**src/rtl/core/s3e_delay.sv**
```systemverilog
module s3e_delay #(
    parameter int W     = 64,
    parameter int DEPTH = 1
) (
    input  logic         clk,
    input  logic         en,
    input  logic [W-1:0] d,
    output logic [W-1:0] q
);

    logic [W-1:0] pipe_reg [DEPTH];

    always_ff @(posedge clk)
    begin
        if (en)
        begin
            pipe_reg[0] <= d;
            for (int k = 1; k < DEPTH; k++)
            begin
                pipe_reg[k] <= pipe_reg[k-1];
            end
        end
    end

    assign q = pipe_reg[DEPTH-1];

endmodule

```
**config.mk**
```make
export PLATFORM = sky130hd
export DESIGN_NAME = s3e_delay
export DESIGN_NICKNAME = d
export VERILOG_FILES = /design/src/rtl/core/s3e_delay.sv
export SDC_FILE = /design/constraint.sdc
export NUM_CORES = 1
export LEC_CHECK = 0
export ABC_AREA = 1
export ABC_CLOCK_PERIOD_IN_PS = 800
export BUFFER_PORTS_ARGS = -buffer_cell sky130_fd_sc_hd__buf_4
export CORE_ASPECT_RATIO = 0.7
export CORE_MARGIN = 10
export CORE_UTILIZATION = 38
export CTS_BUF_LIST = sky130_fd_sc_hd__clkbuf_2 sky130_fd_sc_hd__clkbuf_4 sky130_fd_sc_hd__clkbuf_8
export DETAILED_ROUTE_END_ITERATION = 8
export PLACE_DENSITY_LB_ADDON = 0.05
export SYNTH_ARGS = -nofsm -noshare
export SYNTH_HDL_FRONTEND = slang
export SYNTH_SLANG_ARGS = --single-unit
```
**constraint.sdc**
```tcl
create_clock -name clk -period 0.8 [get_ports clk]
set_clock_uncertainty 0.1 [all_clocks]
set_input_delay 0.04 -clock clk [delete_from_list [all_inputs] [get_ports clk]]
set_output_delay 0.04 -clock clk [all_outputs]
set_load 0.05 [all_outputs]
```
== Word level (Yosys, flattened, before mapping) ==
Memory sizes are Yosys's and may differ from the RTL's.
Index checks and enable logic that the tools add are counted.

* Bits in registers: 0
* Logic and storage cells: 3
* Bits of input ports: 66
* Output and inout port bits: 64
* Memories kept: 1
* Memory bits (writable): 64

{| class="wikitable"
|+ Memories
! name !! depth !! width !! read ports !! clocked after Yosys merged registers in !! write ports !! line !! text
|-
| pipe_reg || 1 || 64 || 1 || 0 || 1 || 11 || <nowiki>logic [W-1:0] pipe_reg [DEPTH];</nowiki>
|}

* Mux-type cells: 2

{| class="wikitable"
|+ Operator list
! operator !! count
|-
| $mux 1 || 2
|}

== Depth between registers and ports, before layout ==
* Word-level depth: 2
* Mapped depth: 0
* Depth with buffers taken out: 0

== Worst setup path before layout ==
Ideal clock, no wire load.

* Kind: reg-to-output
* Start: memory pipe_reg[0][0]
* End: output port q[0]
* Stages on the path, launching flop included: 1
* Data arrival time: 0.601 ns
* Buffers on the path: 0
* Data required time: 0.660 ns
* Path slack: 0.059 ns
* Cell sequence: edfxtp_1

* Word-level cells in the longest chain between the ends: 1

{| class="wikitable"
|+ RTL lines
! item !! line !! text
|-
| from (decl) || 11 ||
|-
| $mem_v2 1x64 || n/a ||
|-
| to (decl) || 8 || <nowiki>output logic [W-1:0] q</nowiki>
|}

No other way between the ends.

== Final worst setup path ==
* Start: memory pipe_reg[0][34]
* End: output port q[34]

Same word-level chain as after synthesis.

==> summary.md <==
| Metric | Value |
|---|---|
| Status | `complete, but fails checks` |
| Failing checks | `negative hold slack, negative setup slack` |
| Clock power share | `0.293` |
| Hold worst-path end | `pipe_reg[0][26]$_DFFE_PP_` |
| Pin count of the biggest net entering global routing | `33` |
| # H-tree levels | `3` |
| Io pins | `130` |
| Sw power | `0.002426 W` |
| Mapped Area | `1922 sq um` |
| Setup crit start kind | `flop` |
| First-pass GRT wire length | `9.763 mm` |
| Die area | `8348 sq um` |
| Inst Count DP | `265` |
| Final hold slack | `-0.008566 ns` |
| Initial DRC Count | `40` |
| Area grow syn2layout | `112.9%` |
| RePlAce Congestion | `0.6773` |
| Final setup vio count | `64` |
| Row Count | `21` |
| Slew HR | `0.8875` |
| Comb power frac | `0.239` |
| Width of the chip | `105 microns` |
| GRT overflow | `0` |
| Routed via count | `1,442` |
| Worst Hold Depth | `2` |
| Crit path time final | `1.068 ns` |
| Area of the multi-input gates | `0 sq um` |
| Clk slew on worst S/H paths | `0.07 ns` |
| Wire per inst | `18.46 microns` |
| CTS tree | `done` |
| Gr usage total | `0.1560` |
| DRT antenna net count | `0` |
| First-pass iteration count of the detailed router | `4` |
| Share of cells above drive strength 1 | `0.5290` |
| Port Buffers | `129` |
| HP Start | `en` |
| Flops & latches, synth | `64` |
| Total power | `0.008791 W` |
| Sequential fraction of the synthesis area | `1.000` |
| Number of diodes | `0` |
| Antenna violations before repair | `0` |
| Distinct cell type count after synthesis | `1` |
| DRC | `0` |
| Die Ht | `79.50 microns` |
| Via density | `4.180` |
| Worst setup EP type | `output port` |
| Slowest cell delay on critical path | `0.42 ns` |
| Worst slew pin tran | `0.1688 ns` |
| CTS root buffer | `clkbuf_8` |
| Fill count | `254` |
| F_max | `0.9364 GHz` |
| Max Cap Violations | `0` |
| Pre-CTS WS | `0.01010 ns` |
| Fin nets | `337` |
| Cell family with most CP delay | `flip-flops` |
| Vias in the first global route | `1,702` |
| Worst Path Max Fanout | `1` |
| Core Box Area | `4835 sq um` |
| Worst path cell trace | `buf_6` |
| Clk sinks | `64` |
| Slowest stage cell, crit path | `edfxtp_1` |
| Switching Share | `0.2759` |
| Syn_nets | `130` |
| Worst setup margin | `-0.2680 ns` |
| Crit share post-route | `1.335` |
| RSZ-0062 raised after global routing | `true` |
| Crit path buffers/inverters | `1` |
| CTS Hold Bufs | `64` |
| Cells after Synth | `64` |
| CP arrival | `0.93 ns` |
| Reg area | `1922 sq um` |
| Sequential power share | `0.469` |
| Slew Viols, Final | `0` |
| Max reg flops | `64` |
| Leakage | `1.716 nW` |
| Kind of critical path | `reg -> out` |
| CTS buffer count | `9` |
| Power Density | `2149 nW/um^2` |
| Placed Area | `3024 sq um` |
| VDD IR-drop max | `1391 uV` |
| Final hold vios | `4` |
| Int Pwr | `0.006365 W` |
| Final WL | `6.367 mm` |
| Yosys warning count | `0` |
| Worst Hold Class | `in -> reg` |
| Syn_area_per_cell | `30.03 sq um` |
| Initial Util | `0.3975` |
| Worst EP required | `0.66 ns` |
| Design Area, Final | `4091 sq um` |
| DP HPWL | `3.972 mm` |
| #MultiIn Comb | `0` |
| Non-Filler Instances | `345` |
| Max clock buf depth | `2` |
==> cells by family (layout without fill, tap and decap cells) <==
kind of cell	count (synthesis)	after routing	share of synthesized area
flip-flops	64	64	1.000
buffers and inverters	0	212	0
==> repair_timing <==
| action | 4_1_cts | 5_1_grt |
|---|---|---|
| setup endpoints to repair | 64 | 64 |
| endpoints found under the hold margin | 68 | 4 |
| resized for setup | 64 | 0 |
| buffers inserted | 0 | 0 |
==> synthesized netlist by cell type <==
cell      count  share of area
edfxtp_1     64            1.0
==> per-stage QoR <==
step | utilization | setup TNS, ns | hold WS (ns)
final | 0.8463 | -14.14 | -0.008566
after global routing | 0.8463 | -17.02 | -0.02077
after CTS | 0.8463 | -15.34 | -0.02285
after detailed placement | 0.6255 | 0 | 0.1195
after global placement | 0.6255 | 0 | 0.1181
after floorplan | - | 0 | 0.03887
==> cells in the final DEF (no fill, tap or decap) <==
cell type and n:
buf_12 2, buf_4 66, buf_6 64, bufinv_16 1, clkbuf_4 2, clkbuf_8 9
clkinv_1 2, clkinv_2 2, dlygate4sd3_1 64, edfxtp_1 64
==> layer usage <==
metal | up-vias | track usage | share of wire
met3 | 4 | 0.08548 | 0.10
met1 | 688 | 0.1412 | 0.33
met2 | 74 | 0.2924 | 0.56
met4 | 0 | 0.05328 | 0.0072
li1 | 676 | - | -
met5 | - | 0 | 0
==> power groups by stage <==
stage / logic (W) / clock network [W] / registers (W)
final: 0.00210 / 0.00257 / 0.00412
after global placement: 0.00167 / 0 / 0.00412
after detailed placement: 0.00169 / 0 / 0.00413
after floorplan: 0 / 0 / 0.00506
after CTS: 0.00210 / 0.00261 / 0.00411
after global routing: 0.00217 / 0.00278 / 0.00415
==> worst max path at each step <==
stage	from	to	slack (ns)	depth (start not counted)
2_1_floorplan	pipe_reg[0][0]$_DFFE_PP_	q[0]	0.06	0
3_3_place_gp	en	pipe_reg[0][17]$_DFFE_PP_	0.02	2
3_5_place_dp	en	pipe_reg[0][43]$_DFFE_PP_	0.01	2
4_1_cts	pipe_reg[0][23]$_DFFE_PP_	q[23]	-0.27	1
5_1_grt	pipe_reg[0][34]$_DFFE_PP_	q[34]	-0.32	1
6_report	pipe_reg[0][34]$_DFFE_PP_	q[34]	-0.27	1
==> layout make-up <==
| type | count | share of cell area |
|---|---|---|
| repair buffers | 196 | 0.4636 |
| clock inverters | 5 | 0.01162 |
| well taps | 69 | 0.02110 |
| clock buffers | 11 | 0.03394 |
| flip-flops and latches | 64 | 0.4697 |
No activity file was read; power rests on OpenSTA's default activity.
