===== src/rtl/core/s3e_pkg.sv =====
package s3e_pkg;

    // internal fixed point: q.40 values, q.30 angles
    localparam int IW        = 40;
    localparam int AW        = 30;
    localparam int ZW        = 36;
    localparam int MUL_LAT   = 3;
    localparam int SQ_CELLS  = 60;
    localparam int MAX_STEPS = 62;

    typedef logic signed [63:0] word_t;

    typedef struct packed {
        word_t                x;
        word_t                y;
        logic signed [ZW-1:0] z;
    } cordic_t;

    typedef struct packed {
        logic [63:0]         mag;
        logic [63:0]         rem;
        logic [SQ_CELLS-1:0] root;
    } sqrt_t;

    localparam logic [63:0] PROD_LIMIT = 64'd1 << 56;

    localparam word_t GAIN_Q30      = 64'sd652032874;
    localparam word_t INV_SQRT3_Q30 = 64'sd619925131;
    localparam logic signed [ZW-1:0] HALF_PI_Q30 = 36'sd1686629713;

    localparam word_t Q_3_2  = word_t'(64'd3 << (IW - 1));
    localparam word_t Q_27_2 = word_t'(64'd27 << (IW - 1));
    localparam word_t Q_27_4 = word_t'(64'd27 << (IW - 2));
    localparam word_t Q_1_4  = word_t'(64'd1 << (IW - 2));

    // reciprocals of three, exact below 2^33 and 2^35
    localparam logic [31:0] DIV3_M33 = 32'd2863311531;
    localparam logic [33:0] DIV3_M35 = 34'd11453246123;

    function automatic logic signed [ZW-1:0] atan_at(input int i);
        logic signed [ZW-1:0] r;
        r = '0;
        if (i < 11)
        begin
            unique case (i)
                0:       r = 36'sd843314856;
                1:       r = 36'sd497837829;
                2:       r = 36'sd263043836;
                3:       r = 36'sd133525158;
                4:       r = 36'sd67021686;
                5:       r = 36'sd33543515;
                6:       r = 36'sd16775850;
                7:       r = 36'sd8388437;
                8:       r = 36'sd4194282;
                9:       r = 36'sd2097149;
                default: r = 36'sd1048575;
            endcase
        end
        else if (i < AW)
        begin
            r = ZW'((64'd1 << (AW - i)) - 64'd1);
        end
        return r;
    endfunction

endpackage


===== src/rtl/core/s3e_sqrt_cell.sv =====
module s3e_sqrt_cell #(
    parameter int K = 0
) (
    input  logic           clk,
    input  logic           en,
    input  s3e_pkg::sqrt_t d,
    output s3e_pkg::sqrt_t q
);
    import s3e_pkg::*;

    localparam int J0 = 2 * K - IW;
    localparam int J1 = J0 + 1;

    sqrt_t       q_reg;
    logic        b0, b1;
    logic [63:0] rem_sh, trial;

    // operand is the magnitude shifted up by the fraction width
    if (J0 >= 0 && J0 < 64)
    begin : g_b0
        assign b0 = d.mag[J0];
    end
    else
    begin : g_b0z
        assign b0 = 1'b0;
    end

    if (J1 >= 0 && J1 < 64)
    begin : g_b1
        assign b1 = d.mag[J1];
    end
    else
    begin : g_b1z
        assign b1 = 1'b0;
    end

    always_comb
    begin
        rem_sh = {d.rem[61:0], b1, b0};
        trial  = {2'b0, d.root, 2'b01};
    end

    always_ff @(posedge clk)
    begin
        if (en)
        begin
            q_reg.mag <= d.mag;
            if (rem_sh >= trial)
            begin
                q_reg.rem  <= rem_sh - trial;
                q_reg.root <= {d.root[SQ_CELLS-2:0], 1'b1};
            end
            else
            begin
                q_reg.rem  <= rem_sh;
                q_reg.root <= {d.root[SQ_CELLS-2:0], 1'b0};
            end
        end
    end

    assign q = q_reg;

endmodule


===== config.mk =====
export PLATFORM = sky130hd
export DESIGN_NAME = s3e_sqrt_cell
export DESIGN_NICKNAME = d
export VERILOG_FILES = /design/src/rtl/core/s3e_pkg.sv /design/src/rtl/core/s3e_sqrt_cell.sv
export SDC_FILE = /design/constraint.sdc
export NUM_CORES = 1
export LEC_CHECK = 0
export ABC_AREA = 1
export BUFFER_PORTS_ARGS = -buffer_cell sky130_fd_sc_hd__buf_2
export CORE_MARGIN = 5
export CORE_UTILIZATION = 50
export DETAILED_ROUTE_END_ITERATION = 10
export PLACE_DENSITY = 0.82
export SYNTH_ARGS = -nofsm -noshare
export SYNTH_HDL_FRONTEND = slang
export SYNTH_SLANG_ARGS = --single-unit

===== constraint.sdc =====
create_clock -name clk -period 3 [get_ports clk]
set_input_delay 0.6 -clock clk [delete_from_list [all_inputs] [get_ports clk]]
set_output_delay 0.6 -clock clk [all_outputs]
set_load 0.05 [all_outputs]

# Word-level counts from Yosys, hierarchy flattened
# Cells that the tools add are included.
# totals
memories	0
ram_bits	0
register_bits	188
wordCells	7
latch_bits	0
out_inout_bits	188
rom_bits	0
# op_classes
magnitude_cmp	1
shift	0
muxes	1
n_div	0
reduce_logical	0
eq_ne	0
n_mul	0
addsub	1
bitwise	0
# ops
op	n
$mux 124	1
$ge 64x62->1	1
$sub 64x62->64	1

# Longest topological paths before layout
# logic_depth
ltp_word	2
ltp_mapped	19
ltp_nobuf	18

# Worst setup path before layout
# Ideal clock, no wire load.
# synth_timing
path_type	input port to flip-flop
start	input port d[0] in the netlist's numbering
end	register q_reg (netlist bit q[114]) (data pin)
required_time_ps	2747
setup_slack_ps	405
setup_ps	253
path_stages	19
arrival_ps	2342
path_cell_list	inv_1 ha_1 inv_1 fa_1 inv_1 nand3_1 nand2_2 nand2_1 nand2_2 nand2_1 nand2_1 nand2_1 nand2_2 nand2_2 nand2_4 inv_4 buf_6 nand2_1 nand2_1
# synth_between
elab_chain_len	2
elab_cells_between_ends	3
cone_classes	add/sub: 1; order compare: 1; mux: 1
# synth_rtl
element	line_no	source
start, declared	s3e_sqrt_cell.sv:6	input s3e_pkg::sqrt_t d,
$sub 64x62->64 / $ge 64x62->1 (equally long branches)	s3e_sqrt_cell.sv:50, s3e_sqrt_cell.sv:48	
$mux 124 (*)	s3e_sqrt_cell.sv:48	if (rem_sh >= trial)
end, declared	s3e_sqrt_cell.sv:14	sqrt_t q_reg;
# Every way passes the cells marked *; elsewhere a longest branch is shown, timed or not.
# A chain may end at the register's enable or synchronous reset.

# Final worst setup path
# layout_timing
start	input port d[0] in the netlist's numbering
end	register q_reg (netlist bit q[92]) (data pin)
# Same word-level chain as after synthesis.

==> results.toml <==
[sta]
worst_pin_slew_ps = 475
max_freq_mhz = 392
relSlewSlack_pct = 68.3
fin_crit_sh_pct = 85.0
period_needed_ps = 2550
setup_viol = 0
timing.setup.tns_ps = 0
rsz0062_at_grt = "no"
drv_slew = 0
hold_viol_final = 0

[drt]
ant_nets = 0
wl_mm = 41.8
drc = 0
vias = 11800
vias_per_cell = 4.93
wire_per_inst_um = 17.5
drt-initial-drc-count = 997
first_pass_iters = 6

[floorplanning]
core_um2 = 24100
die_w_um = 166
initial_core_util_pct = 50.3
io_pins = 378
die_h_um = 166
die_area_um2 = 27500
rows = 57

[global_routing]
grt_antenna_before_repair = 1
grt_pass1_wl_mm = 63.8
grt_pass1_vias = 11500
grt_overflow = 0
grt_max_degree = 54
grt_use_total_pct = 29.7

[power]
cellLeakagePower_nw = 8.51
p_per_area_nw_per_um2 = 558
peakVddDrop_mv = 0.418

[setup_path]
path_max_fanout = 9
crit_arrival_ps = 2750
crit_type = "in -> reg"
startpoint = "d[0]"
end_kind = "register"
start_kind = "primary input"
endpoint = "q[92]"
crit_required_ps = 3200

[clocking]
cts_hold_buf = 0
postCtsSetupBuffers = 0
htree_levels = 4
tritoncts = "done"
clkTransAtPathRegs_ps = 80
cts.repair.resized = 0
numCtsBuffers = 17
cts_sinks = 187
cts_buffer_depth = 2
cts_root_buf = "clkbuf_16"

[synthesis]
syn_area_per_cell_um2 = 7.42
synth_seq_cells = 187
syn_nets = 1886
yosys_warnings = 0
async_flop_share_pct = 0
synth_top_area_cell = "edfxtp_1"
synth_ff_type = "edfxtp_1"
synth_top_area_share_pct = 46.3
synth_most_common_cell = "nand2_1"
synth_common_cells = "697 x nand2_1, 356 x inv_1, 187 x edfxtp_1"
synth_area_um2 = 12100
synth_edf_count = 187
ys_types = 32
ys_seq_area_share_pct = 46.3
synthCells = 1635
synth.area.top_cells = "edfxtp_1 46%, nand2_1 22%, inv_1 11%, ha_1 6.2%, nor2_1 3.2%"

[finish]
layout-drive-gt1-share_pct = 22.3
fin_nets = 2299
syn_to_final_growth_pct = 25.8
fillers = 2251
largest_reg_flops = 187
layoutNonFillerInstCount = 2386

[status]
status = "completed"

[run]
max_cap_violations = 0

[place]
placed_cells = 2353
hpwl_mm = 34.6
gp_congestion = 0.948
portBuffers = 375

[min_path]
hp-class = "in -> reg"
through the flow:
stage          instance area, um^2  util (%)  hold WS, ps  power, mW  worst slack (ps)
6_report                     15300      63.3          319       8.52               450
5_1_grt                      15300      63.3          311       8.89               259
3_5_place_dp                 14600      60.8          778       6.17             -14.5
2_1_floorplan                12100         -          699       5.28               405
4_1_cts                      15300      63.3          307       8.54               451
3_3_place_gp                 14600      60.8          777       6.12              74.5
cell type report:
class | instances | area (um^2) | share of cell area (%)
diodes | 1 | 2.50 | 0.0164
clock buffers | 17 | 425 | 2.79
clock inverters | 15 | 188 | 1.23
inverters | 364 | 1370 | 8.97
multi-input cells | 1071 | 5030 | 33.0
flip-flops and latches | 187 | 5620 | 36.8
well taps | 324 | 405 | 2.66
repair buffers | 407 | 2230 | 14.6
worst max-delay path: stages:
cell and delay (ps):
buf_2 110, inv_1 50, ha_1 160, inv_1 60
fa_1 390, inv_1 110, nand3_1 80, nand2_2 120
nand2_1 70, nand2_2 70, nand2_1 50, nand2_1 90
nand2_1 80, nand2_2 80, nand2_2 70, nand2_4 130
inv_4 80, buf_4 190, nand2_1 90, nand2_1 70
layout by cell type (no fill, tap or decap), types with 2 or more instances in the layout:
| master | n |
|---|---|
| clkinv_8 | 5 |
| and2_1 | 3 |
| o21ai_1 | 2 |
| nand2_1 | 697 |
| a21oi_2 | 2 |
| nor2_1 | 102 |
| inv_12 | 2 |
| ha_1 | 60 |
| inv_1 | 356 |
| nor3_1 | 14 |
| nand2_2 | 4 |
| nand4_1 | 10 |
| a21boi_0 | 2 |
| nand3b_1 | 10 |
| buf_2 | 374 |
| o21bai_1 | 2 |
| buf_12 | 8 |
| a21oi_1 | 43 |
| nor2_2 | 2 |
| inv_8 | 3 |
| o21ai_0 | 8 |
| inv_6 | 3 |
| buf_4 | 24 |
| xor2_1 | 28 |
| edfxtp_1 | 187 |
| clkbuf_16 | 17 |
| inv_2 | 7 |
| nand3_1 | 73 |
where the power goes:
group,switching (mW),total [mW],internal [mW],leakage [nW]
clock network,1.24,2.38,1.14,0.298
registers,0.0673,3.28,3.21,1.83
logic,2.13,2.86,0.731,6.38
total,3.43,8.52,5.08,8.51
routing by layer:
metal / track usage, % / up-vias / wire length (um)
met5: 0 / - / 0
met4: 7.39 / 0 / 793
met3: 5.62 / 54 / 3280
met2: 51.4 / 509 / 20300
met1: 38.8 / 5336 / 17400
li1: - / 5854 / -
cell families after synthesis:
logic type,share of synthesized area (%)
buffers and inverters,12.3
and+or+nand+nor,30.3
DFF,46.3
xor gates and xnor gates,2.09
adders and majority gates,6.35
AOI/OAI and AO/OA,2.69
worst min-delay path by stage:
| stage | startpoint | endpoint | slack (ps) | cells past startpoint |
|---|---|---|---|---|
| after floorplan | d[9] | q[10] | 700 | 0 |
| after global placement | d[144] | q[144] | 780 | 1 |
| after detailed placement | d[180] | q[180] | 780 | 1 |
| after CTS | d[180] | q[180] | 310 | 1 |
| after global routing | d[142] | q[142] | 310 | 1 |
| final | d[134] | q[134] | 320 | 1 |
Power figures use the tool's default switching activity.
